**config.mk**
```make
export PLATFORM = sky130hd
export DESIGN_NAME = static_huffman_encoder_flat
export DESIGN_NICKNAME = d
export VERILOG_FILES = /design/src/rtl/hce_pkg.sv /design/src/rtl/hce_if.sv /design/src/rtl/static_huffman_encoder.sv /design/src/rtl/hce_ram.sv /design/src/rtl/hce_pack.sv /design/src/flat_wrapper.sv
export SDC_FILE = /design/constraint.sdc
export NUM_CORES = 1
export LEC_CHECK = 0
export CORE_MARGIN = 1
export CORE_UTILIZATION = 45
export CTS_BUF_LIST = sky130_fd_sc_hd__clkbuf_16
export CTS_CLUSTER_DIAMETER = 80
export DETAILED_ROUTE_END_ITERATION = 16
export DONT_BUFFER_PORTS = 1
export GPL_TIMING_DRIVEN = 1
export HOLD_SLACK_MARGIN = 0.12
export SYNTH_ARGS = -nofsm -noshare
export SYNTH_HDL_FRONTEND = slang
export SYNTH_SLANG_ARGS = --single-unit
export TNS_END_PERCENT = 30
```
**constraint.sdc**
```tcl
create_clock -name clk_i -period 6.48 [get_ports clk_i]
set_clock_uncertainty 0.05 [all_clocks]
set_input_delay 0.972 -clock clk_i [delete_from_list [all_inputs] [get_ports clk_i]]
set_output_delay 0.972 -clock clk_i [all_outputs]
set_load 0.005 [all_outputs]
```
**src/rtl/hce_pkg.sv**
```systemverilog
// Types, constants and the code table builder of the static Huffman encoder.
// Depends on nothing; the encoder top level, the packer and the testbench refer to it.
package hce_pkg;

  localparam int unsigned FreqCount  = 27;
  localparam int unsigned MaxSymbols = 64;
  localparam int unsigned RomIdxW    = 6;
  localparam int unsigned CodeW      = 16;
  localparam int unsigned LenW       = 5;
  localparam int unsigned EntryW     = LenW + CodeW;

  localparam logic [7:0] SpaceChar   = 8'd32;
  localparam logic [7:0] LetterBase  = 8'd97;
  localparam logic [7:0] LetterEnd   = 8'd123;
  localparam logic [4:0] SpaceSymbol = 5'd26;

  localparam int FreqTable [FreqCount] = '{
    81, 15, 28, 43, 128, 23, 20, 61, 71, 2, 1, 40, 24, 69,
    76, 20, 1, 61, 64, 91, 28, 10, 24, 1, 20, 1, 130
  };

  typedef logic [EntryW-1:0] entry_t;
  typedef entry_t [MaxSymbols-1:0] rom_t;

  typedef struct packed {
    logic sym_ok;
    logic finish;
  } pack_req_t;

  // Builds the code table for n symbols. Each entry holds the length in the upper
  // bits and the code, right-aligned, in the lower bits.
  function automatic rom_t build_rom(input int n, input int max_len);
    int   val        [MaxSymbols];
    logic live       [MaxSymbols];
    int   slot_node  [MaxSymbols];
    int   parent     [2*MaxSymbols];
    logic side       [2*MaxSymbols];
    logic has_parent [2*MaxSymbols];
    logic path       [2*MaxSymbols];
    int   remaining;
    int   nxt;
    int   a;
    int   b;
    int   node;
    int   depth;
    int   len;
    logic [CodeW-1:0] code;
    rom_t rom;
    rom       = '0;
    remaining = n;
    nxt       = n;
    for (int i = 0; i < 2 * MaxSymbols; i++) begin
      parent[i]     = 0;
      side[i]       = 1'b0;
      has_parent[i] = 1'b0;
      path[i]       = 1'b0;
    end
    for (int i = 0; i < MaxSymbols; i++) begin
      val[i]       = (i < FreqCount) ? FreqTable[i] : 1;
      live[i]      = (i < n);
      slot_node[i] = i;
    end
    while (remaining > 1 && nxt < 2 * n) begin
      a = -1;
      for (int i = 0; i < MaxSymbols; i++) begin
        if (live[i] && (a < 0 || val[i] < val[a])) a = i;
      end
      b = -1;
      for (int i = 0; i < MaxSymbols; i++) begin
        if (live[i] && i != a && (b < 0 || val[i] < val[b])) b = i;
      end
      if (a < 0 || b < 0) begin
        remaining = 1;
      end else begin
        parent[slot_node[b]]     = nxt;
        side[slot_node[b]]       = 1'b0;
        has_parent[slot_node[b]] = 1'b1;
        parent[slot_node[a]]     = nxt;
        side[slot_node[a]]       = 1'b1;
        has_parent[slot_node[a]] = 1'b1;
        slot_node[a] = nxt;
        val[a]       = val[a] + val[b];
        live[b]      = 1'b0;
        nxt++;
        remaining--;
      end
    end
    for (int s = 0; s < MaxSymbols; s++) begin
      if (s < n) begin
        node  = s;
        depth = 0;
        while (has_parent[node] && depth < 2 * n) begin
          path[depth] = side[node];
          depth++;
          node = parent[node];
        end
        len  = (depth > max_len) ? max_len : depth;
        code = '0;
        for (int k = 0; k < len; k++) begin
          code = {code[CodeW-2:0], path[depth-1-k]};
        end
        rom[s] = {LenW'(len), code};
      end
    end
    return rom;
  endfunction

endpackage

```
**src/rtl/hce_if.sv**
```systemverilog
// Valid/ready channel interfaces of the static Huffman encoder.
// Self-contained; used by the top level and the byte packer.
interface hce_in_if;
  logic       valid;
  logic       ready;
  logic [7:0] char_code;
  logic       finish;

  modport source (output valid, output char_code, output finish, input ready);
  modport sink (input valid, input char_code, input finish, output ready);
endinterface

interface hce_out_if;
  logic       valid;
  logic       ready;
  logic [7:0] out_byte;
  logic       run_last;

  modport source (output valid, output out_byte, output run_last, input ready);
  modport sink (input valid, input out_byte, input run_last, output ready);
endinterface

```
**src/rtl/static_huffman_encoder.sv**
```systemverilog
// Static Huffman encoder for lowercase text and space, packing codes MSB first into bytes.
// Depends on hce_pkg, hce_if, hce_ram and hce_pack.
//
// Usage: requests on in_i carry one character byte and a finish flag. Letters a-z and
// space are encoded; any other byte adds no bits. Results on out_o are packed bytes,
// first code bit in the MSB; run_last marks the last byte a request produced. With
// finish set, a partial byte is zero-padded and sent. A request may produce zero to
// three bytes.
// After reset the code table RAM is loaded from the constant table, one entry per
// cycle; in_i.ready stays low until that is done.
// The table is read at the edge that accepts a request; the packer registers its
// bytes once it takes the request from the read stage, and then offers the first
// byte on out_o. The sustained rate is set by the single output port: one byte per
// cycle while the receiver is ready. The next request is read from the table while
// earlier bytes drain. When the receiver stalls, the queued bytes hold, one further
// request waits in the table read stage, and then in_i.ready drops.
module static_huffman_encoder #(
  parameter int unsigned SYMBOLS      = 27,
  parameter int unsigned MAX_CODE_LEN = 16
) (
  input  logic      clk_i,
  input  logic      rst_ni,
  hce_in_if.sink    in_i,
  hce_out_if.source out_o
);

  localparam int unsigned SymW    = (SYMBOLS > 1) ? $clog2(SYMBOLS) : 1;
  localparam int unsigned FillW   = $clog2(SYMBOLS + 1);
  localparam int unsigned RomIdxW = hce_pkg::RomIdxW;
  localparam hce_pkg::rom_t RomInit = hce_pkg::build_rom(SYMBOLS, MAX_CODE_LEN);

  logic [FillW-1:0]   fill_q, fill_d;
  logic               fill_done;
  logic [RomIdxW-1:0] rom_idx;
  logic               is_letter;
  logic [4:0]         raw_sym;
  logic               sym_ok;
  logic               accept;
  logic               s1_valid_q, s1_valid_d;
  hce_pkg::pack_req_t s1_req_q;
  hce_pkg::entry_t    rd_entry;
  logic               pack_ready;
  logic               pack_load;

  assign fill_done = (fill_q == FillW'(SYMBOLS));
  assign fill_d    = fill_done ? fill_q : fill_q + FillW'(1);
  assign rom_idx   = RomIdxW'(fill_q);

  assign is_letter = (in_i.char_code >= hce_pkg::LetterBase) &&
                     (in_i.char_code < hce_pkg::LetterEnd);
  assign raw_sym   = is_letter ? 5'(in_i.char_code - hce_pkg::LetterBase)
                               : hce_pkg::SpaceSymbol;
  assign sym_ok    = (is_letter || (in_i.char_code == hce_pkg::SpaceChar)) &&
                     (32'(raw_sym) < SYMBOLS);

  assign in_i.ready = fill_done && (!s1_valid_q || pack_ready);
  assign accept     = in_i.valid && in_i.ready;
  assign pack_load  = s1_valid_q && pack_ready;

  always_comb begin
    s1_valid_d = s1_valid_q;
    if (accept) begin
      s1_valid_d = 1'b1;
    end else if (pack_ready) begin
      s1_valid_d = 1'b0;
    end
  end

  always_ff @(posedge clk_i or negedge rst_ni) begin
    if (!rst_ni) begin
      fill_q     <= '0;
      s1_valid_q <= 1'b0;
    end else begin
      fill_q     <= fill_d;
      s1_valid_q <= s1_valid_d;
    end
  end

  always_ff @(posedge clk_i) begin
    if (accept) begin
      s1_req_q.sym_ok <= sym_ok;
      s1_req_q.finish <= in_i.finish;
    end
  end

  hce_ram #(
    .Width (hce_pkg::EntryW),
    .Depth (SYMBOLS)
  ) u_code_ram (
    .clk_i     (clk_i),
    .wr_en_i   (!fill_done),
    .wr_addr_i (fill_q[SymW-1:0]),
    .wr_data_i (RomInit[rom_idx]),
    .rd_en_i   (accept && sym_ok),
    .rd_addr_i (SymW'(raw_sym)),
    .rd_data_o (rd_entry)
  );

  hce_pack u_pack (
    .clk_i   (clk_i),
    .rst_ni  (rst_ni),
    .load_i  (pack_load),
    .req_i   (s1_req_q),
    .entry_i (rd_entry),
    .ready_o (pack_ready),
    .out_o   (out_o)
  );

  a_no_accept_in_fill: assert property (@(posedge clk_i) disable iff (!rst_ni)
    in_i.valid && in_i.ready |-> fill_done)
    else $error("Request accepted before the code table was loaded.");

  a_no_stage_in_fill: assert property (@(posedge clk_i) disable iff (!rst_ni)
    !fill_done |-> !s1_valid_q)
    else $error("Read stage busy while the code table is being loaded.");

  a_stage_holds: assert property (@(posedge clk_i) disable iff (!rst_ni)
    s1_valid_q && !pack_ready |=> s1_valid_q)
    else $error("Stalled request left the read stage without being packed.");

endmodule

```
**src/rtl/hce_ram.sv**
```systemverilog
// Generic single-write, single-read RAM with a registered read port.
// Self-contained; holds the code table of the encoder.
module hce_ram #(
  parameter int unsigned Width = 8,
  parameter int unsigned Depth = 2
) (
  input  logic                                     clk_i,
  input  logic                                     wr_en_i,
  input  logic [((Depth > 1) ? $clog2(Depth) : 1)-1:0] wr_addr_i,
  input  logic [Width-1:0]                         wr_data_i,
  input  logic                                     rd_en_i,
  input  logic [((Depth > 1) ? $clog2(Depth) : 1)-1:0] rd_addr_i,
  output logic [Width-1:0]                         rd_data_o
);

  logic [Width-1:0] mem_q [Depth];

  always_ff @(posedge clk_i) begin
    if (wr_en_i) begin
      mem_q[wr_addr_i] <= wr_data_i;
    end
    if (rd_en_i) begin
      rd_data_o <= mem_q[rd_addr_i];
    end
  end

endmodule

```
**src/rtl/hce_pack.sv**
```systemverilog
// Bit packer: merges a code into the held bits, queues up to three bytes and drains them.
// Depends on hce_pkg and hce_out_if.
module hce_pack (
  input  logic              clk_i,
  input  logic              rst_ni,
  input  logic              load_i,
  input  hce_pkg::pack_req_t req_i,
  input  hce_pkg::entry_t   entry_i,
  output logic              ready_o,
  hce_out_if.source         out_o
);

  logic [6:0]  acc_q, acc_d;
  logic [2:0]  held_q, held_d;
  logic [1:0]  cnt_q, cnt_d;
  logic [7:0]  byte_q [3];
  logic [7:0]  byte_d [3];
  logic [15:0] code;
  logic [4:0]  len;
  logic [22:0] bits;
  logic [4:0]  total;
  logic [23:0] aligned;
  logic [2:0]  rem;
  logic        flush;
  logic        pop;

  assign pop     = (cnt_q != 2'd0) && out_o.ready;
  assign ready_o = (cnt_q == 2'd0) || ((cnt_q == 2'd1) && out_o.ready);

  assign out_o.valid    = (cnt_q != 2'd0);
  assign out_o.out_byte = byte_q[0];
  assign out_o.run_last = (cnt_q == 2'd1);

  always_comb begin
    code    = req_i.sym_ok ? entry_i[hce_pkg::CodeW-1:0] : 16'd0;
    len     = req_i.sym_ok ? entry_i[hce_pkg::EntryW-1:hce_pkg::CodeW] : 5'd0;
    bits    = ({16'd0, acc_q} << len) | {7'd0, code};
    total   = {2'd0, held_q} + len;
    aligned = {1'b0, bits} << (5'd24 - total);
    rem     = total[2:0];
    flush   = req_i.finish && (rem != 3'd0);

    acc_d  = acc_q;
    held_d = held_q;
    cnt_d  = cnt_q;
    byte_d = byte_q;
    if (pop) begin
      byte_d[0] = byte_q[1];
      byte_d[1] = byte_q[2];
      cnt_d     = cnt_q - 2'd1;
    end
    if (load_i) begin
      byte_d[0] = aligned[23:16];
      byte_d[1] = aligned[15:8];
      byte_d[2] = aligned[7:0];
      cnt_d     = total[4:3] + {1'b0, flush};
      if (req_i.finish) begin
        acc_d  = 7'd0;
        held_d = 3'd0;
      end else begin
        acc_d  = bits[6:0] & ~(7'h7f << rem);
        held_d = rem;
      end
    end
  end

  always_ff @(posedge clk_i or negedge rst_ni) begin
    if (!rst_ni) begin
      acc_q  <= 7'd0;
      held_q <= 3'd0;
      cnt_q  <= 2'd0;
    end else begin
      acc_q  <= acc_d;
      held_q <= held_d;
      cnt_q  <= cnt_d;
    end
  end

  always_ff @(posedge clk_i) begin
    byte_q <= byte_d;
  end

  a_load_when_ready: assert property (@(posedge clk_i) disable iff (!rst_ni)
    load_i |-> ready_o)
    else $error("Packer loaded while bytes were still queued.");

  a_finish_empties: assert property (@(posedge clk_i) disable iff (!rst_ni)
    load_i && req_i.finish |=> held_q == 3'd0)
    else $error("Bits remain held after a finishing request.");

  a_acc_clean: assert property (@(posedge clk_i) disable iff (!rst_ni)
    (acc_q >> held_q) == 7'd0)
    else $error("Accumulator has bits above the held count.");

  a_drop_silent: assert property (@(posedge clk_i) disable iff (!rst_ni)
    load_i && !req_i.sym_ok && !req_i.finish |=> cnt_q == 2'd0)
    else $error("A dropped character produced output bytes.");

endmodule

```
**src/flat_wrapper.sv**
```systemverilog
// flat-port wrapper written by rule: the top's interface ports become plain ports
module static_huffman_encoder_flat 
#(
  parameter int unsigned SYMBOLS      = 27,
  parameter int unsigned MAX_CODE_LEN = 16
)
  (clk_i, rst_ni, in_i_valid, in_i_char_code, in_i_finish, in_i_ready, out_o_valid, out_o_out_byte, out_o_run_last, out_o_ready);
  hce_in_if in_i_i ();
  hce_out_if out_o_i ();
  input  logic clk_i;
  input  logic rst_ni;
  input wire logic [$bits(in_i_i.valid)-1:0] in_i_valid;
  input wire logic [$bits(in_i_i.char_code)-1:0] in_i_char_code;
  input wire logic [$bits(in_i_i.finish)-1:0] in_i_finish;
  output wire logic [$bits(in_i_i.ready)-1:0] in_i_ready;
  output wire logic [$bits(out_o_i.valid)-1:0] out_o_valid;
  output wire logic [$bits(out_o_i.out_byte)-1:0] out_o_out_byte;
  output wire logic [$bits(out_o_i.run_last)-1:0] out_o_run_last;
  input wire logic [$bits(out_o_i.ready)-1:0] out_o_ready;
  assign in_i_i.valid = in_i_valid;
  assign in_i_i.char_code = in_i_char_code;
  assign in_i_i.finish = in_i_finish;
  assign in_i_ready = in_i_i.ready;
  assign out_o_valid = out_o_i.valid;
  assign out_o_out_byte = out_o_i.out_byte;
  assign out_o_run_last = out_o_i.run_last;
  assign out_o_i.ready = out_o_ready;
  static_huffman_encoder #(.SYMBOLS(SYMBOLS), .MAX_CODE_LEN(MAX_CODE_LEN)) u_core (.clk_i(clk_i), .rst_ni(rst_ni), .in_i(in_i_i), .out_o(out_o_i));
endmodule
```
==> impl_metrics.json <==
{
  "end_kind": "flip-flop",
  "grt_first_pass_wirelength_um": 72600,
  "crit_family": "compound AO/OA/AOI/OAI gates",
  "rsz0062_at_grt": "no",
  "synth-main-ff-cell": "edfxtp_1",
  "synth_common_cells": "edfxtp_1, nand2_1, nor2_1",
  "p_leak_nw": 7.04,
  "grt_pass1_vias": 11400,
  "drt_iter0_markers": 1171,
  "register_area_um2": 11300,
  "root_buffer": "clkbuf_16",
  "synth_most_common_cell": "edfxtp_1",
  "wl_um": 48200,
  "ys_seq_elements": 380,
  "fin_crit_ps": 4670,
  "hold_path_class": "input pin to flip-flop",
  "grt_use_total_pct": 23.8,
  "design.portCount": 24,
  "syn_nets": 1371,
  "cp_max_fo": 26,
  "post_cts_buffers": 0,
  "cts_tree": "built",
  "hold_viol_final": 0,
  "place_congestion": 0.899,
  "postSynthCellCount": 1338,
  "num_rows": 73,
  "grt_max_degree": 41,
  "cts_max_level": 2,
  "path_clk_slew_ps": 50,
  "powerDensity_nw_per_um2": 338,
  "start_util_pct": 45.7,
  "fmax_ghz": 0.214,
  "crit_type": "flip-flop to flip-flop",
  "fp.dieH_um": 203,
  "first_pass_iters": 5,
  "via_count": 11800,
  "cts-resized-gates": 0,
  "critPathLaunchType": "flip-flop",
  "design.die.area_um2": 41200,
  "avgSynthCellArea_um2": 13.6,
  "route.detailed.drc": 0,
  "clock_sinks": 380,
  "hpwl_um": 31900,
  "drv_cap": 0,
  "yosysSeqAreaShare_pct": 62.2,
  "cts_max_path_buffers": 3,
  "fill_cells": 3420,
  "ant_nets": 0,
  "crit_slowest_cell": "edfxtp_1",
  "clk_latency_ps": 590,
  "multi_input_area_um2": 6350,
  "synth_edf_count": 362,
  "wl_per_cell_um": 25.5,
  "viasPerCell": 6.23,
  "ys_types": 91,
  "cp_num_buf_inv": 2,
  "die_w_um": 203,
  "setup_violations": 0,
  "worst-path-stages": 12,
  "nNetsFinal": 1365,
  "finalCritPeriodShare_pct": 72.0,
  "core_um2": 39800,
  "overflow": 0,
  "crit_path_max_incr_delay_ps": 970,
  "rrSetupSlack_ps": 1810,
  "cp_data_arrival_time_ps": 5030,
  "maxSlewViolCount": 0,
  "drive_gt1_share_pct": 14.3,
  "power_mw": 6.78,
  "synth_top_cell_by_area": "edfxtp_1",
  "maxSlewHeadroom_pct": 13.7,
  "status": "finished clean",
  "tightest_slew_ps": 1290,
  "area_delta_synth_final_pct": 10.4,
  "reg2regPathDepth": 12,
  "path_cells": "nand2_1 -> inv_1 -> fa_1 -> inv_1 -> ha_1 -> or2_2 -> o32ai_1 -> a32o_1 -> a211oi_2 -> nand2_1 -> o32a_1 -> a31oi_1",
  "io_buffers": 0,
  "cts-buffers-inserted": 42,
  "synthTopCellsByArea": "edfxtp_1, mux4_2, mux2i_1",
  "syn_area_um2": 18200,
  "ir_drop_v": 0.000220,
  "hold_path_depth": 0,
  "ctsHoldBuffers": 1,
  "fin_tns_setup_ps": 0,
  "worstPathRequired_ps": 6840,
  "yosysTopAreaCellShare_pct": 59.7,
  "antenna_found_initial": 0,
  "async_reset_ff_share_pct": 4.74,
  "yosys_warnings": 0
}
==> report_power, final <==
| part | switching (mW) | total (mW) | internal (mW) |
|---|---|---|---|
| clock network | 0.982 | 2.20 | 1.21 |
| registers | 0.0872 | 2.89 | 2.81 |
| logic | 1.11 | 1.69 | 0.586 |
| total | 2.18 | 6.78 | 4.61 |
==> kinds of logic after synthesis <==
logic type,share of synthesized area [%]
DFF,62.2
and+or+nand+nor,9.43
AOI/OAI and AO/OA,12.5
muxes,10.6
buffers and inverters,3.40
adders and majority gates,1.47
xor gates and xnor gates,0.385
==> worst register-to-register path, delay by kind of cell (launching register included) <==
family	cells	cell delay, ps
AO/OA/AOI/OAI	5	1470
AND/OR/NAND/NOR	3	810
flip-flops	1	970
buffers and inverters	2	400
adder cells (fa/ha/maj)	2	830
==> per-layer routing <==
layer	wire length, um	vias to the layer above	track usage (%)
met5	0	-	0
met2	23100	435	38.8
li1	-	5254	-
met3	3040	81	3.80
met4	1060	0	6.53
met1	21000	5995	33.0
==> state kept, by name (all words and copies together), names as in the netlist <==
| signal | count |
|---|---|
| u_core.u_pack.byte_q | 16 |
| u_core.u_code_ram.rd_data_o | 12 |
| u_core.u_pack.acc_q | 7 |
| u_core.fill_q | 5 |
| u_core.u_pack.cnt_q | 2 |
| u_core.u_code_ram.mem_q | 324 |
| u_core.s1_req_q | 2 |
| u_core.u_pack.out_o.out_byte | 8 |
| u_core.u_pack.held_q | 3 |
| u_core.s1_valid_q | 1 |
==> metrics by stage <==
stage	worst slack, ps	area [um2]	hold WS (ps)	utilization (%)	std cells
floorplan	2220	18200	406	-	1338
global placement	1860	18800	449	47.2	1812
detailed placement	1810	18800	469	47.2	1812
CTS	1910	20100	428	50.4	1887
global route	1580	20100	440	50.4	1887
finish	1810	20100	456	50.4	1888
==> final timing paths <==
kind | start | endpoint
setup / recovery | u_core.u_code_ram.rd_data_o[17]$_DFFE_PP_ | u_core.u_pack.out_o.out_byte[6]$_DFFE_PP_
hold / removal | in_i_finish | u_core.s1_req_q[0]$_DFFE_PP_
setup reg to reg | u_core.u_code_ram.rd_data_o[17]$_DFFE_PP_ | u_core.u_pack.out_o.out_byte[6]$_DFFE_PP_
hold reg to reg | u_core.u_pack.held_q[2]$_DFFE_PN0P_ | u_core.u_pack.held_q[2]$_DFFE_PN0P_
max in group asynchronous | rst_ni | u_core.u_pack.held_q[0]$_DFFE_PN0P_
min in group asynchronous | rst_ni | u_core.fill_q[4]$_DFFE_PN0P_
==> layout make-up <==
cell class / count / area share, %
Inverter: 28 / 0.523
Antenna cell: 1 / 0.0125
Sequential cell: 380 / 56.4
Clock buffer: 43 / 5.36
Multi-Input combinational cell: 830 / 31.6
Clock inverter: 31 / 0.947
Timing Repair Buffer: 50 / 1.88
Tap cell: 525 / 3.27
==> cells in the final DEF (no fill, tap or decap), drive strengths merged, types with 23 or more instances in the layout <==
master	n
edfxtp	362
nand2	140
nor2	84
mux2i	76
buf	49
o21ai	49
a211oi	48
clkbuf	43
mux4	42
inv	40
and2	32
a31oi	28
a21oi	27
o211ai	23
Note: power is estimated with default switching activity, not from simulation.
